<file path="src/hdl/scsg_pkg.sv">
// Package for the store cap step governor.
// Holds widths, register indexes, reset values, shared types and the divide-by-100 helper.
// No dependencies.
package scsg_pkg;

  // Field and register widths
  localparam int unsigned LevelW    = 2;
  localparam int unsigned MaxLevel  = 3;
  localparam int unsigned PopW      = 16;
  localparam int unsigned EvW       = 32;
  localparam int unsigned PctW      = 7;
  localparam int unsigned PctPackW  = 28;
  localparam int unsigned EnterW    = 48;
  localparam int unsigned QuietW    = 8;
  localparam int unsigned CapW      = 16;
  localparam int unsigned CfgDataW  = 48;
  localparam int unsigned CfgIdxW   = 3;

  // Default step count
  localparam int unsigned NumStepsDef = 4;

  // Cap arithmetic: limit * percent, then exact divide by 100 through a reciprocal
  localparam int unsigned ProdW      = CapW + PctW;
  localparam int unsigned QuotW      = 17;
  localparam int unsigned RecipW     = 24;
  localparam int unsigned RecipShift = 30;
  localparam logic [RecipW-1:0] Div100Recip = 24'd10737419;

  // Register reset values
  localparam logic [EnterW-1:0]   EnterThreshRst = 48'hFFFF_FFFF_FFFF;
  localparam logic [PctPackW-1:0] PctPackRst     = 28'd211366500;
  localparam logic [PctW-1:0]     ReleaseRst     = 7'd75;
  localparam logic [QuietW-1:0]   QuietLimitRst  = 8'd3;
  localparam logic [CapW-1:0]     FloorRst       = 16'd0;
  localparam logic [CapW-1:0]     NodeLimitRst   = 16'd256;

  // Configuration register indexes
  typedef enum logic [CfgIdxW-1:0] {
    REG_ENTER_THRESH = 3'd0,
    REG_SAT_PCT      = 3'd1,
    REG_BULK_PCT     = 3'd2,
    REG_RELEASE_PCT  = 3'd3,
    REG_QUIET_LIMIT  = 3'd4,
    REG_SAT_FLOOR    = 3'd5,
    REG_ENV_FLOOR    = 3'd6,
    REG_NODE_LIMIT   = 3'd7
  } cfg_idx_e;

  // Load enables of the cap pipeline stages
  typedef struct packed {
    logic s2;
    logic s3;
    logic s4;
  } cap_ld_t;

  // Per-transaction flags carried alongside the caps
  typedef struct packed {
    logic [LevelW-1:0] level;
    logic              reclaim;
    logic              retry;
  } flags_t;

  // Exact floor(x / 100) for any x below 2^23
  function automatic logic [QuotW-1:0] div100(input logic [ProdW-1:0] x);
    logic [ProdW+RecipW-1:0] p;
    p = {{RecipW{1'b0}}, x} * {{ProdW{1'b0}}, Div100Recip};
    return p[RecipShift +: QuotW];
  endfunction

endpackage

</file>
<file path="src/hdl/scsg_cap.sv">
// Three-stage cap pipeline: limit * percent, divide by 100, floor then clamp.
// Stage loads come from the top level's handshake control.
// Depends on scsg_pkg.
module scsg_cap import scsg_pkg::*; (
  input  logic                clk_i,
  input  cap_ld_t             ld_i,
  input  logic [LevelW-1:0]   level_i,
  input  logic [PctPackW-1:0] pct_pack_i,
  input  logic [CapW-1:0]     floor_i,
  input  logic [CapW-1:0]     limit_i,
  output logic [CapW-1:0]     cap_o
);

  logic [PctW-1:0]  pct;
  logic [ProdW-1:0] prod_q;
  logic [QuotW-1:0] quot_q;
  logic [QuotW-1:0] raised;
  logic [QuotW-1:0] clamped;
  logic [CapW-1:0]  cap_q;

  // Percentage of the level in hand
  assign pct = pct_pack_i[level_i * PctW +: PctW];

  // Stage 2: scale the node limit
  always_ff @(posedge clk_i) begin
    if (ld_i.s2) begin
      prod_q <= {{PctW{1'b0}}, limit_i} * {{CapW{1'b0}}, pct};
    end
  end

  // Stage 3: divide by 100
  always_ff @(posedge clk_i) begin
    if (ld_i.s3) begin
      quot_q <= div100(prod_q);
    end
  end

  // Floor first, then the node limit wins
  always_comb begin
    raised  = (quot_q < {1'b0, floor_i}) ? {1'b0, floor_i} : quot_q;
    clamped = (raised > {1'b0, limit_i}) ? {1'b0, limit_i} : raised;
  end

  // Stage 4: result register
  always_ff @(posedge clk_i) begin
    if (ld_i.s4) begin
      cap_q <= clamped[CapW-1:0];
    end
  end

  assign cap_o = cap_q;

endmodule

</file>
<file path="config.mk">
export PLATFORM = sky130hd
export DESIGN_NAME = scsg_cap
export DESIGN_NICKNAME = d
export VERILOG_FILES = /design/src/hdl/scsg_pkg.sv /design/src/hdl/scsg_cap.sv
export SDC_FILE = /design/constraint.sdc
export NUM_CORES = 1
export LEC_CHECK = 0
export ABC_AREA = 1
export BUFFER_PORTS_ARGS = -buffer_cell sky130_fd_sc_hd__buf_2
export CAP_MARGIN = 25
export CORE_MARGIN = 2
export CORE_UTILIZATION = 71
export CTS_CLUSTER_DIAMETER = 50
export DETAILED_ROUTE_END_ITERATION = 10
export PLACE_DENSITY = 0.95
export SLEW_MARGIN = 20
export SYNTH_ARGS = -nofsm -noshare
export SYNTH_HDL_FRONTEND = slang
export SYNTH_SLANG_ARGS = --single-unit
export TNS_END_PERCENT = 30
</file>
<file path="constraint.sdc">
create_clock -name clk_i -period 16.09 [get_ports clk_i]
set_input_delay 0.8045 -clock clk_i [delete_from_list [all_inputs] [get_ports clk_i]]
set_output_delay 0.8045 -clock clk_i [all_outputs]
set_load 0.01 [all_outputs]
</file>
Word level (Yosys, flattened, before mapping):

Cells that the tools add are included.

* register bits after elaboration: 56
* input port bits: 66
* output and inout bits: 16
* logic and storage cells: 11

* multipliers: 3
* magnitude comparators: 2
* shift operators: 1
* multiplexer cells: 2

Operator list (count)
* $mul 23x24->47 const B: 1
* $shiftx 28x6->7: 1
* $mul 16x7->23: 1
* $gt 17x16->1: 1
* $lt 17x16->1: 1
* $mux 17: 1
* $mux 16: 1
* $mul 2x3->5 const B: 1

Depth between registers and ports, before layout:

* depth in word-level cells: 4
* gate-level depth with buffers: 28
* depth with buffers taken out: 28

Worst setup path after synthesis:

No wires, ideal clock.

* path type: register to register
* start: reg prod_q[6]
* end: reg quot_q[16] (data pin)
* setup time: 253 ps
* data arrival time: 5299 ps
* required time: 15837 ps
* path slack: 10538 ps
* cell stages (with the launch flop): 24
* clock period less this slack: 5552 ps
* cells stage by stage: edfxtp_1 > inv_1 > fa_1 > inv_1 > fa_1 > inv_1 > fa_1 > fa_1 > inv_1 > fa_1 > fa_1 > inv_1 > fa_1 > inv_1 > ha_1 > nand2_1 > nor2_1 > inv_1 > nor2_1 > nand2_1 > nor2_1 > nand2_1 > nand4_1 > nand2_1

* cells in the longest elaborated chain, start to end: 1

RTL lines
* from (decl): line scsg_cap.sv:15 `logic [ProdW-1:0] prod_q;`
* from (signal assigned): line scsg_cap.sv:27 `prod_q <= {{PctW{1'b0}}, limit_i} * {{CapW{1'b0}}, pct};`
* $mul 23x24->47: line scsg_pkg.sv:66 `p = {{RecipW{1'b0}}, x} * {{ProdW{1'b0}}, Div100Recip};`
* to (signal assigned): line scsg_cap.sv:34 `quot_q <= div100(prod_q);`
* to (decl): line scsg_cap.sv:16 `logic [QuotW-1:0] quot_q;`

No other way between the ends.
A chain may end at the register's enable or synchronous reset.

Worst setup path in the final report:

* start: reg prod_q[6]
* end: reg quot_q[12] (data pin)

The elaborated chain is that of the path after synthesis.

==> summary.txt <==
Synth
  – Most common cell in the synthesized netlist: inv_1
  – Syn nets: 3009
  – Post-synth top cells: 658 x inv_1, 619 x nand2_1, 315 x ha_1, 264 x fa_1, 140 x nor2_1
  – Seq/Total Area, Yosys: 9.279%
  – Post-synth top area share: 29.16%
  – Post-Syn Area: 0.01812 mm²
  – Synth area leaders: fa_1 29%, ha_1 22%, inv_1 14%
  – Ys flop type: edfxtp_1
  – Avg Cell Area, Syn: 7.667 µm²
  – Synth Register Bits: 56
  – Number of synthesized flops with an enable pin: 56
  – Leading area contributor after synthesis: fa_1
  – Post-synth ARST share: 0%
  – Distinct cell type count after synthesis: 37
  – Cell count after synthesis: 2364
  – Ys Warns: 0

Detailed routing
  – 1st-iter DRT viols: 1613
  – Drt pass-1 iters: 6
  – Post-route DRC: 0
  – Final wirelength: 52.09 mm
  – Antenna-violating nets left: 0
  – Via Count: 15420
  – Avg WL per Cell: 18.90 µm
  – Vias per inst: 5.594

GRT
  – Vias in the first global route: 16380
  – Largest net degree at the start of global routing: 24
  – Initial antenna violation count: 0
  – First-pass GRT wire length: 83.88 mm
  – GRT overflow: 0
  – Tot GR Track Use: 41.26%

Run
  – Max Cap Viol: 0

Clock network
  – Worst-path clk slew: 0.09 ns
  – Num CTS Buffers: 5
  – Postcts setup bufs: 0
  – TritonCTS clock tree: built
  – Hold buffer count at CTS: 0
  – Clk sink count: 56
  – CTS max path bufs: 2
  – CTS H-tree depth: 2
  – Post-cts resize count: 0
  – CTS root buffer: clkbuf_16
  – Worst-Skew Late Latency: 0.32 ns

STA
  – TNS Setup: 0 ns
  – RSZ-0062 raised after global routing: false
  – Max Slew Vio Count: 0
  – Minimum clock period: 5.994 ns
  – Fmax: 166.8 MHz
  – Skew final: 0.01751 ns
  – Worst rel slew slack: 49.52%
  – Final setup violating endpoints: 0
  – Worst slew pin tran: 0.7573 ns
  – Final Hold Vio Count: 0
  – Tcrit/Tclk final: 37.25%
  – Fin worst setup slack: 10.10 ns

Final layout
  – Fin nets: 3070
  – # fillers: 1856
  – Area grow syn2layout: 4.536%
  – Sequential Area: 0.001682 mm²
  – Area of the multi-input gates: 0.01378 mm²
  – Diode count: 0
  – Proportion of layout cells with a drive suffix above 1: 5.359%

Worst setup path
  – CP bufs+invs: 7
  – Worst path top cell family by delay: adder cells
  – Max incr delay on CP: 0.54 ns
  – Worst path cell trace: inv_1, fa_1, inv_1, fa_1, inv_1, fa_1, fa_1, inv_1, fa_1, fa_1, inv_1, fa_1, inv_1, ha_1, nand2_1, nor2_1, inv_1, nor2_1, nand2_1, nor2_1, nand2_1, nand4_1, nand2_1
  – Worst Path Class, Setup: reg2reg
  – Critical Path Sink Type: flip-flop
  – CP Launch Type: flip-flop
  – Worst path slowest cell: edfxtp_1
  – Critical path peak fanout: 7
  – WP data arrival: 6.09 ns
  – Req. time, crit path: 16.18 ns

Floorplan
  – Die area: 0.02682 mm²
  – Die H: 163.8 µm
  – Rows: 58
  – Core ar.: 0.02511 mm²
  – Initial Utilization: 72.18%
  – Die X: 163.8 µm
  – IO Pins: 82

Outcome
  – Outcome: completed

Placed design
  – Setup WS pre-CTS: 10.08 ns
  – Number of port buffers: 81
  – GPL Wtd Cong: 0.9948
  – DP Wirelength: 45.82 mm

Worst hold path
  – HP Class: reg2reg
kinds of logic (layout without fill, tap and decap cells):
group	count (synthesis)	count (layout)	share of synthesized area, %
XOR/XNOR	19	19	0.9182
AO/OA/AOI/OAI	87	87	2.610
buffers and inverters	697	759	14.70
adder cells (fa/ha/maj)	579	579	50.91
AND/OR/NAND/NOR	926	926	21.58
flip-flops	56	56	9.279
metal layers:
| metal | up-vias | wire length, µm | track usage [%] |
|---|---|---|---|
| met4 | 0 | 3274 | 22.53 |
| li1 | 7169 | - | - |
| met1 | 7235 | 19640 | 51.95 |
| met5 | - | 0 | 0 |
| met2 | 791 | 23830 | 66.33 |
| met3 | 221 | 5348 | 9.318 |
per-stage QoR:
step / area (µm²) / utilization, % / std cells / hold WS [ns]
2_1_floorplan: 18120 / - / 2364 / 0.6304
3_3_place_gp: 18790 / 74.85 / 2748 / 0.6882
3_5_place_dp: 18790 / 74.85 / 2748 / 0.6770
4_1_cts: 18950 / 75.45 / 2756 / 0.7032
5_1_grt: 18950 / 75.45 / 2756 / 0.7835
6_report: 18950 / 75.45 / 2756 / 0.7132
flip-flops by register name, indices dropped and copies added, names as in the netlist:
name	cells
cap_o	16
prod_q	23
quot_q	17
area by class of cell:
cell class | instances | area share (%)
Multi-Input combinational cell | 1611 | 72.72
Inverter | 670 | 13.29
Sequential cell | 56 | 8.876
Tap cell | 330 | 2.179
Timing Repair Buffer | 81 | 2.140
Clock buffer | 5 | 0.6604
Clock inverter | 3 | 0.1387
tightest hold or removal path, cell delays in order, from the launching register on:
cell and delay, ns:
edfxtp_1 0.36, inv_1 0.05, nand2_1 0.07, nand3_1 0.08, nand2_1 0.06
placed cells by master, fill, tap and decap left out, types with 2 or more instances in the layout:
master / count
inv_1: 658
nand2_1: 619
ha_1: 315
fa_1: 264
nor2_1: 140
buf_2: 81
nand3_1: 71
a21oi_1: 58
edfxtp_1: 56
nand4_1: 45
o21ai_0: 17
and2_1: 15
nand2_4: 13
inv_2: 11
xor2_1: 11
xnor2_1: 8
a21o_1: 8
nor3_1: 6
clkbuf_16: 5
nor2_2: 4
nand3_2: 3
nand3b_1: 3
or2_2: 2
clkinvlp_4: 2
final timing paths:
check                 start          to  slack (ns)  cells after the start
setup / recovery  prod_q[6]  quot_q[12]       10.10                     23
hold / removal    quot_q[4]    cap_o[4]        0.71                      4
setup reg to reg  prod_q[6]  quot_q[12]       10.10                     23
hold reg to reg   quot_q[4]    cap_o[4]        0.71                      4
Power is not shown: default switching activity piles up to over one toggle a cycle in this logic, so the estimate is an artifact.
